$ cat src/rtl/core/hcb_pkg.sv
// ----------------------------------------------------------------------------
// hcb_pkg
// Shared types and constants of the Huffman code builder.
// ----------------------------------------------------------------------------
`default_nettype none

package hcb_pkg;

    // Stream payload widths (fixed by the item layout)
    localparam int IN_DATA_W   = 16;
    localparam int WEIGHT_IN_W = 16;
    localparam int SYM_OUT_W   = 4;
    localparam int CODE_W      = 15;
    localparam int LEN_W       = 4;
    localparam int OUT_DATA_W  = 24;

    // Branch labels
    localparam logic BIT_LEFT  = 1'b0;
    localparam logic BIT_RIGHT = 1'b1;

    // Longest code kept, length saturates here
    localparam logic [LEN_W-1:0] CODE_LEN_MAX = 4'd15;

    typedef enum logic [3:0] {
        S_LOAD,
        S_SCAN1,
        S_SCAN2,
        S_MERGE_A,
        S_MERGE_B,
        S_E_HEAD,
        S_E_PAR,
        S_E_BIT,
        S_E_OUT
    } t_state;

endpackage

`default_nettype wire

$ cat src/rtl/core/hcb_ram.sv
// ----------------------------------------------------------------------------
// hcb_ram
// Generic simple dual-port RAM: one write port, one registered read port.
// ----------------------------------------------------------------------------
`default_nettype none

module hcb_ram #(
    parameter int WIDTH = 8,
    parameter int DEPTH = 32
) (
    input  wire logic                     i_clk,
    input  wire logic                     i_we,
    input  wire logic [$clog2(DEPTH)-1:0] i_waddr,
    input  wire logic [WIDTH-1:0]         i_wdata,
    input  wire logic [$clog2(DEPTH)-1:0] i_raddr,
    output logic      [WIDTH-1:0]         o_rdata
);

    logic [WIDTH-1:0] r_mem [DEPTH];
    logic [WIDTH-1:0] r_rdata;

    always_ff @(posedge i_clk) begin
        if (i_we) begin
            r_mem[i_waddr] <= i_wdata;
        end
        r_rdata <= r_mem[i_raddr];
    end

    assign o_rdata = r_rdata;

endmodule

`default_nettype wire

$ cat src/rtl/core/huffman_code_builder.sv
// ----------------------------------------------------------------------------
// huffman_code_builder
// Collects symbol weights, builds a Huffman tree, streams one code per symbol.
// ----------------------------------------------------------------------------
// Usage:
//   Slave stream carries one weight per beat, in symbol order; tlast marks the
//   final weight of a set, and the MAX_SYMBOLS-th weight closes the set anyway.
//   o_s_tready is high only while weights are being collected (one beat per
//   cycle). After the closing beat the block builds the tree in its node
//   store: N-1 merges, each two compare passes over the nodes made so far
//   through one shared comparator and the weight RAM read port. Then it
//   walks each leaf's parent chain through the parent and left RAMs.
//   Master stream carries one code per beat in symbol order, tlast on the
//   final symbol. A set of one weight gives no beats.
//   Output is a register: when the receiver stalls, the walk waits on the
//   pending code; after the final code is loaded, collection resumes at once.
//   Reset (synchronous, active low) clears the weight count, the sequencer
//   and the output valid; the node RAMs are not cleared.
// ----------------------------------------------------------------------------
`default_nettype none

module huffman_code_builder
    import hcb_pkg::*;
#(
    parameter int MAX_SYMBOLS = 16,
    parameter int WEIGHT_BITS = 16
) (
    input  wire logic                  i_clk,
    input  wire logic                  i_rst_n,
    // slave stream
    input  wire logic                  i_s_tvalid,
    output logic                       o_s_tready,
    input  wire logic [IN_DATA_W-1:0]  i_s_tdata,   // [15:0] weight
    input  wire logic                  i_s_tlast,   // last
    // master stream
    output logic                       o_m_tvalid,
    input  wire logic                  i_m_tready,
    output logic      [OUT_DATA_W-1:0] o_m_tdata,   // [3:0] symbol, [18:4] code_bits,
                                                    // [22:19] code_length, [23] zero
    output logic                       o_m_tlast    // last_code
);

    localparam int NODE_COUNT = 2 * MAX_SYMBOLS - 1;
    localparam int IDX_W      = $clog2(NODE_COUNT);
    localparam int CNT_W      = $clog2(MAX_SYMBOLS + 1);
    localparam int SUM_W      = WEIGHT_BITS + $clog2(MAX_SYMBOLS);
    localparam int IN_W       = (WEIGHT_BITS < WEIGHT_IN_W) ? WEIGHT_BITS : WEIGHT_IN_W;
    localparam int SYM_W      = (CNT_W > SYM_OUT_W) ? CNT_W : SYM_OUT_W;

    // ------------------------------------------------------------------
    // Registers
    // ------------------------------------------------------------------
    t_state                  r_state, n_state;
    logic [CNT_W-1:0]        r_cnt, n_cnt;           // weights held
    logic [CNT_W-1:0]        r_n, n_n;               // symbols in the set
    logic [IDX_W-1:0]        r_top, n_top;           // next node to create
    logic [NODE_COUNT-1:0]   r_has_par, n_has_par;   // parent valid bits

    // scan pipeline
    logic [IDX_W-1:0]        r_iss, n_iss;
    logic                    r_iss_act, n_iss_act;
    logic                    r_cmp_vld, n_cmp_vld;
    logic [IDX_W-1:0]        r_cmp_idx, n_cmp_idx;
    logic                    r_found, n_found;
    logic [IDX_W-1:0]        r_best_idx, n_best_idx;
    logic [SUM_W-1:0]        r_best_w, n_best_w;
    logic [IDX_W-1:0]        r_first, n_first;
    logic [SUM_W-1:0]        r_first_w, n_first_w;

    // code walk
    logic [SYM_W-1:0]        r_sym, n_sym;
    logic [IDX_W-1:0]        r_cur, n_cur;
    logic [IDX_W-1:0]        r_par, n_par;
    logic [CODE_W-1:0]       r_bits, n_bits;
    logic [LEN_W-1:0]        r_len, n_len;

    // output register
    logic                    r_out_vld, n_out_vld;
    logic [OUT_DATA_W-1:0]   r_out_data, n_out_data;
    logic                    r_out_last, n_out_last;

    // ------------------------------------------------------------------
    // Node store
    // ------------------------------------------------------------------
    logic              wt_we;
    logic [IDX_W-1:0]  wt_waddr;
    logic [SUM_W-1:0]  wt_wdata;
    logic [SUM_W-1:0]  wt_rdata;
    logic              par_we;
    logic [IDX_W-1:0]  par_waddr;
    logic [IDX_W-1:0]  par_raddr;
    logic [IDX_W-1:0]  par_rdata;
    logic              lft_we;
    logic [IDX_W-1:0]  lft_rdata;

    hcb_ram #(.WIDTH(SUM_W), .DEPTH(NODE_COUNT)) u_weight_ram (
        .i_clk   (i_clk),
        .i_we    (wt_we),
        .i_waddr (wt_waddr),
        .i_wdata (wt_wdata),
        .i_raddr (r_iss),
        .o_rdata (wt_rdata)
    );

    hcb_ram #(.WIDTH(IDX_W), .DEPTH(NODE_COUNT)) u_parent_ram (
        .i_clk   (i_clk),
        .i_we    (par_we),
        .i_waddr (par_waddr),
        .i_wdata (r_top),
        .i_raddr (par_raddr),
        .o_rdata (par_rdata)
    );

    hcb_ram #(.WIDTH(IDX_W), .DEPTH(NODE_COUNT)) u_left_ram (
        .i_clk   (i_clk),
        .i_we    (lft_we),
        .i_waddr (r_top),
        .i_wdata (r_best_idx),
        .i_raddr (par_rdata),
        .o_rdata (lft_rdata)
    );

    // ------------------------------------------------------------------
    // Shared compare unit and helpers
    // ------------------------------------------------------------------
    logic              in_acc;
    logic              set_end;
    logic              pass2;
    logic              cand_skip;
    logic              cand_take;
    logic              scan_done;
    logic              out_load;
    logic              sym_last;
    logic              code_bit;
    logic [IDX_W-1:0]  root_idx;
    logic [SUM_W-1:0]  weight_in;
    logic [SUM_W-1:0]  weight_sum;

    assign in_acc     = i_s_tvalid && o_s_tready;
    assign set_end    = i_s_tlast || (r_cnt == CNT_W'(MAX_SYMBOLS - 1));
    assign weight_in  = SUM_W'(i_s_tdata[IN_W-1:0]);
    assign weight_sum = r_first_w + r_best_w;   // cannot exceed SUM_W bits

    assign pass2      = (r_state == S_SCAN2);
    assign cand_skip  = r_has_par[r_cmp_idx] || (pass2 && (r_cmp_idx == r_first));
    // lightest: earliest on ties; second: latest on ties
    assign cand_take  = !r_found ||
                        (pass2 ? (wt_rdata <= r_best_w) : (wt_rdata < r_best_w));
    assign scan_done  = !r_iss_act && !r_cmp_vld;

    assign root_idx   = IDX_W'({r_n, 1'b0}) - IDX_W'(2);
    assign out_load   = (r_state == S_E_OUT) && (!r_out_vld || i_m_tready);
    assign sym_last   = (r_sym == SYM_W'(r_n - CNT_W'(1)));
    assign code_bit   = (lft_rdata == r_cur) ? BIT_LEFT : BIT_RIGHT;

    assign o_s_tready = (r_state == S_LOAD);

    // ------------------------------------------------------------------
    // Sequencer
    // ------------------------------------------------------------------
    always_comb begin
        n_state    = r_state;
        n_cnt      = r_cnt;
        n_n        = r_n;
        n_top      = r_top;
        n_has_par  = r_has_par;
        n_iss      = r_iss;
        n_iss_act  = r_iss_act;
        n_cmp_vld  = 1'b0;
        n_cmp_idx  = r_iss;
        n_found    = r_found;
        n_best_idx = r_best_idx;
        n_best_w   = r_best_w;
        n_first    = r_first;
        n_first_w  = r_first_w;
        n_sym      = r_sym;
        n_cur      = r_cur;
        n_par      = r_par;
        n_bits     = r_bits;
        n_len      = r_len;
        n_out_vld  = r_out_vld && !i_m_tready;
        n_out_data = r_out_data;
        n_out_last = r_out_last;

        wt_we      = 1'b0;
        wt_waddr   = IDX_W'(r_cnt);
        wt_wdata   = weight_in;
        par_we     = 1'b0;
        par_waddr  = r_first;
        par_raddr  = r_cur;
        lft_we     = 1'b0;

        // scan issue and compare stages run in both passes
        if (r_state == S_SCAN1 || r_state == S_SCAN2) begin
            if (r_iss_act) begin
                n_cmp_vld = 1'b1;
                n_iss     = r_iss + IDX_W'(1);
                if (r_iss == r_top - IDX_W'(1)) begin
                    n_iss_act = 1'b0;
                end
            end
            if (r_cmp_vld && !cand_skip && cand_take) begin
                n_found    = 1'b1;
                n_best_idx = r_cmp_idx;
                n_best_w   = wt_rdata;
            end
        end

        unique case (r_state)
            S_LOAD: begin
                if (in_acc) begin
                    wt_we = 1'b1;
                    n_cnt = r_cnt + CNT_W'(1);
                    if (set_end) begin
                        n_cnt = '0;
                        if (r_cnt != '0) begin
                            n_n       = r_cnt + CNT_W'(1);
                            n_top     = IDX_W'(r_cnt) + IDX_W'(1);
                            n_has_par = '0;
                            n_iss     = '0;
                            n_iss_act = 1'b1;
                            n_found   = 1'b0;
                            n_state   = S_SCAN1;
                        end
                    end
                end
            end
            S_SCAN1: begin
                if (scan_done) begin
                    n_first   = r_best_idx;
                    n_first_w = r_best_w;
                    n_iss     = '0;
                    n_iss_act = 1'b1;
                    n_found   = 1'b0;
                    n_state   = S_SCAN2;
                end
            end
            S_SCAN2: begin
                if (scan_done) begin
                    n_state = S_MERGE_A;
                end
            end
            S_MERGE_A: begin
                // new node: weight sum, left child; first child gets parent
                wt_we              = 1'b1;
                wt_waddr           = r_top;
                wt_wdata           = weight_sum;
                lft_we             = 1'b1;
                par_we             = 1'b1;
                par_waddr          = r_first;
                n_has_par[r_first] = 1'b1;
                n_state            = S_MERGE_B;
            end
            S_MERGE_B: begin
                par_we                = 1'b1;
                par_waddr             = r_best_idx;
                n_has_par[r_best_idx] = 1'b1;
                n_top                 = r_top + IDX_W'(1);
                n_iss                 = '0;
                if (r_top == root_idx) begin
                    n_sym   = '0;
                    n_cur   = '0;
                    n_bits  = '0;
                    n_len   = '0;
                    n_state = S_E_HEAD;
                end else begin
                    n_iss_act = 1'b1;
                    n_found   = 1'b0;
                    n_state   = S_SCAN1;
                end
            end
            S_E_HEAD: begin
                // every leaf has a parent once the tree is complete
                par_raddr = r_cur;
                n_state   = r_has_par[r_cur] ? S_E_PAR : S_E_OUT;
            end
            S_E_PAR: begin
                n_par   = par_rdata;
                n_state = S_E_BIT;
            end
            S_E_BIT: begin
                par_raddr = r_par;
                if (r_len < CODE_LEN_MAX) begin
                    n_bits = r_bits | (CODE_W'(code_bit) << r_len);
                    n_len  = r_len + LEN_W'(1);
                end
                n_cur   = r_par;
                n_state = r_has_par[r_par] ? S_E_PAR : S_E_OUT;
            end
            S_E_OUT: begin
                if (out_load) begin
                    n_out_vld  = 1'b1;
                    n_out_data = {1'b0, r_len, r_bits, r_sym[SYM_OUT_W-1:0]};
                    n_out_last = sym_last;
                    if (sym_last) begin
                        n_state = S_LOAD;
                    end else begin
                        n_sym   = r_sym + SYM_W'(1);
                        n_cur   = IDX_W'(r_sym + SYM_W'(1));
                        n_bits  = '0;
                        n_len   = '0;
                        n_state = S_E_HEAD;
                    end
                end
            end
            default: begin
                n_state = S_LOAD;
            end
        endcase
    end

    always_ff @(posedge i_clk) begin
        if (!i_rst_n) begin
            r_state   <= S_LOAD;
            r_cnt     <= '0;
            r_iss_act <= 1'b0;
            r_cmp_vld <= 1'b0;
            r_found   <= 1'b0;
            r_out_vld <= 1'b0;
        end else begin
            r_state   <= n_state;
            r_cnt     <= n_cnt;
            r_iss_act <= n_iss_act;
            r_cmp_vld <= n_cmp_vld;
            r_found   <= n_found;
            r_out_vld <= n_out_vld;
        end
    end

    always_ff @(posedge i_clk) begin
        r_n        <= n_n;
        r_top      <= n_top;
        r_has_par  <= n_has_par;
        r_iss      <= n_iss;
        r_cmp_idx  <= n_cmp_idx;
        r_best_idx <= n_best_idx;
        r_best_w   <= n_best_w;
        r_first    <= n_first;
        r_first_w  <= n_first_w;
        r_sym      <= n_sym;
        r_cur      <= n_cur;
        r_par      <= n_par;
        r_bits     <= n_bits;
        r_len      <= n_len;
        r_out_data <= n_out_data;
        r_out_last <= n_out_last;
    end

    assign o_m_tvalid = r_out_vld;
    assign o_m_tdata  = r_out_data;
    assign o_m_tlast  = r_out_last;

`ifndef ASSERT_OFF
    // each merge step marks exactly one more node as parented
    a_merge_marks: assert property (@(posedge i_clk) disable iff (!i_rst_n)
        (r_state == S_MERGE_A || r_state == S_MERGE_B) |=>
            ($countones(r_has_par) == $past($countones(r_has_par)) + 1))
        else $error("merge did not mark a new child");

    // every emitted code is at least one bit long
    a_code_len: assert property (@(posedge i_clk) disable iff (!i_rst_n)
        (r_state == S_E_OUT) |-> (r_len != '0))
        else $error("empty code");

    // the final code returns the block to collection
    a_last_code: assert property (@(posedge i_clk) disable iff (!i_rst_n)
        (out_load && sym_last) |=> (r_state == S_LOAD && o_m_tlast))
        else $error("final code did not end the set");

    // scanning never runs past the nodes built so far
    a_scan_range: assert property (@(posedge i_clk) disable iff (!i_rst_n)
        r_cmp_vld |-> (r_cmp_idx < r_top))
        else $error("scan index beyond top");
`endif

endmodule

`default_nettype wire
$ cat config.mk
export PLATFORM = sky130hd
export DESIGN_NAME = huffman_code_builder
export DESIGN_NICKNAME = d
export VERILOG_FILES = /design/src/rtl/core/hcb_pkg.sv /design/src/rtl/core/hcb_ram.sv /design/src/rtl/core/huffman_code_builder.sv
export SDC_FILE = /design/constraint.sdc
export NUM_CORES = 1
export LEC_CHECK = 0
export ABC_AREA = 1
export BUFFER_PORTS_ARGS = -buffer_cell sky130_fd_sc_hd__buf_2
export CAP_MARGIN = 20
export CORE_MARGIN = 3
export CORE_UTILIZATION = 63
export CTS_CLUSTER_DIAMETER = 150
export DETAILED_ROUTE_END_ITERATION = 10
export PLACE_DENSITY = 0.81
export REMOVE_ABC_BUFFERS = 1
export SETUP_SLACK_MARGIN = 0.15
export SLEW_MARGIN = 5
export SYNTH_ARGS = -nofsm -noshare
export SYNTH_HDL_FRONTEND = slang
export SYNTH_HIERARCHICAL = 1
export SYNTH_SLANG_ARGS = --single-unit
export TNS_END_PERCENT = 1
$ cat constraint.sdc
create_clock -name i_clk -period 4.1 [get_ports i_clk]
set_input_delay 0.615 -clock i_clk [delete_from_list [all_inputs] [get_ports i_clk]]
set_output_delay 0.615 -clock i_clk [all_outputs]
set_load 0.05 [all_outputs]
==> flow_summary_export.csv <==
group,metric,value,unit
place,dpl.hpwl,69.8,mm
layout,stdcell_area,53500,um2
synth,synthesis.area,48600,um2
floorplanning,die_width,284,um
place,port_buffers,46,
power_and_ir_drop,leakage,20.1,nW
place,dpl_worst_slack,808,ps
synth,syn_avg_cell_area,10.9,um2
cts,cts_buffers,108,
timing,fin_ws,810,ps
global_route,grt_max_degree,130,
synth,yosys_warnings,6,
timing,setup_viol_count_final,0,
timing,rsz0062_at_grt,"false",
timing,fin_crit_sh,0.802,
timing,tightest_slew,1130,ps
cts,htreeDepth,3,
worst_setup_path,crit_path_start_kind,"flip-flop",
global_route,grtUsageTotal,0.291,
job,maxCapViolations,0,
synth,synthCells,4440,
synth,synth_top_area_cell,"edfxtp_1",
worst_setup_path,critical_path_required,4460,ps
worst_setup_path,cp_slowest_cell,"o21ai_0",
power_and_ir_drop,ir_worst_vdd,0.000435,V
route,ant_nets,0,
power_and_ir_drop,p_per_area,457,nW/um2
cts,post_cts_buffers,0,
floorplanning,chipHeight,284,um
outcome,status,"complete, no violations",
synth,synth_top_area_share,0.667,
worst_setup_path,crit_buf_inv,2,
synth,ys_ff_latch,1132,
floorplanning,core,76200,um2
synth,seq_area_frac_synth,0.689,
cts,path_clk_slew,70,ps
layout,fillers,4997,
timing,max_clock_freq,304,MHz
floorplanning,io_pins,48,
layout,nNetsFinal,4550,
route,drtPass1Iterations,6,
layout,num_antenna_cells,0,
global_route,first_global_vias,32800,
cts,cts_tree,"built",
worst_setup_path,cp-end-kind,"flip-flop",
global_route,grt.overflow.total,0,
route,vias,33900,
timing,skew,41.1,ps
global_route,grt_pass1_wl,182,mm
place,gp_congestion,0.900,
timing,relSlewSlack,0.239,
layout,syn_to_final_growth,10.1,%
layout,drive_above_1_share,0.0881,
worst_setup_path,crit_family,"simple AND/OR/NAND/NOR gates",
worst_setup_path,crit_fanout,16,
cts,root_buffer,"clkbuf_16",
timing,drv_slew,0,
layout,final_cell_mix,"1,445 x nand2_1, 1,079 x edfxtp_1, 853 x nand3_1",
cts,clock_latency,700,ps
synth,synthTopCellsByArea,"edfxtp_1 67%, nand2_1 11%, nand3_1 8.8%",
route,first_iter_violations,4737,
hold_path,hp-class,"input port to flip-flop",
worst_setup_path,critPathKind,"flip-flop to flip-flop",
cts,cts_buffer_depth,3,
timing,hold_ws,268,ps
cts,cts.sinks,1132,
floorplanning,rows,101,
cts,cts_resized,0,
route,vias_per_cell,6.06,
worst_setup_path,cp_common_cell,"nor2_2",
route,totalWireLength,119,mm
layout,final_common_cell,"nand2_1",
route,wl_per_cell,21.2,um
floorplanning,die_area,80500,um2
global_route,antenna_found_initial,0,
worst_setup_path,max_stage_delay,600,ps
worst_setup_path,crit_chain,"nand2_1, nor2_2, inv_2, o21ai_0, nand3_1, nor2_2, buf_4",
power_and_ir_drop,finalPower,0.0245,W
floorplanning,initial_core_util,0.638,
timing,finalHoldViolCount,0,
route,drc_errors,0,
timing,period_minus_slack,3290,ps
worst_setup_path,arrival,3650,ps
cts,ctsHoldBuffers,0,
synth,synth_cell_types,48,
place,dpl-instance-area,49900,um2
-- cells in the mapped netlist (all sizes together) --
library cell	n
conb	1
o31ai	11
a21o	1
fa	1
clkinv	4
nor3	21
nor3b	1
o221ai	5
xnor2	23
o21ai	92
clkbuf	45
or2	1
o22ai	26
and3	1
a31oi	3
buf	175
ha	48
nor4	2
nor2	236
nand2	1449
nand3	859
inv	188
a221oi	2
edfxtp	1079
xor2	17
nor4b	1
o21a	2
nand4	15
a21oi	67
o211ai	8
o21bai	3
dfxtp	53
-- layer usage --
layer | wire length, um | GRT usage
met5 | 0 | 0
met4 | 6310 | 0.155
met3 | 11200 | 0.0416
met2 | 58200 | 0.487
met1 | 43000 | 0.371
-- metrics by stage --
stage	std cells	util	setup TNS, ps
final	5603	0.702	0
after global routing	5603	0.702	0
after CTS	5599	0.701	0
after detailed placement	5396	0.655	0
after global placement	5396	0.655	0
after floorplan	4220	-	-171680
-- state kept, by name, indices dropped and copies added, names as in the netlist, 15 cells and up --
signal	flops
u_weight_ram/r_mem	620
r_has_par	31
r_first_w	20
u_left_ram/r_mem	155
u_weight_ram/o_rdata	20
r_best_w	20
r_bits	15
u_parent_ram/r_mem	155
o_m_tdata	23
-- power by group --
part	switching [W]	leakage, nW	total (W)	internal (W)
registers	0.000116	10.4	0.0129	0.0127
logic	0.00142	7.99	0.00195	0.000528
clock network	0.00420	1.68	0.00966	0.00546
-- layout make-up --
class	count	area (um2)	share of cell area
timing repair buffer	150	1140	0.0213
clock inverter	53	572	0.0107
tap	1030	1290	0.0241
sequential	1132	33500	0.626
clock buffer	150	2920	0.0546
inverter	192	741	0.0138
multi-input combinational	2896	13400	0.250
-- path summary, 6_finish.rpt --
kind	startpoint	endpoint	slack, ps	depth (start not counted)
worst max-delay path	r_state[0]	u_weight_ram/r_mem[20][6]	810	7
worst min-delay path	i_rst_n	r_iss_act	270	3
worst max register to register	r_state[0]	u_weight_ram/r_mem[20][6]	810	7
worst min register to register	u_weight_ram/o_rdata[11]	r_best_w[11]	430	0
-- logic make-up after synthesis --
group / Yosys count / share of synthesized area
AOI/OAI and AO/OA: 220 / 0.0257
xor gates and xnor gates: 40 / 0.00736
adders and majority gates: 49 / 0.0128
buffers and inverters: 412 / 0.0397
DFF: 1132 / 0.689
other: 1 / 0.0000772
and+or+nand+nor: 2586 / 0.226
-- worst min-delay path, stage by stage --
cell and delay, ps:
buf_2 160, nand2_1 90, inv_1 30
No activity file was read; power rests on OpenSTA's default activity.
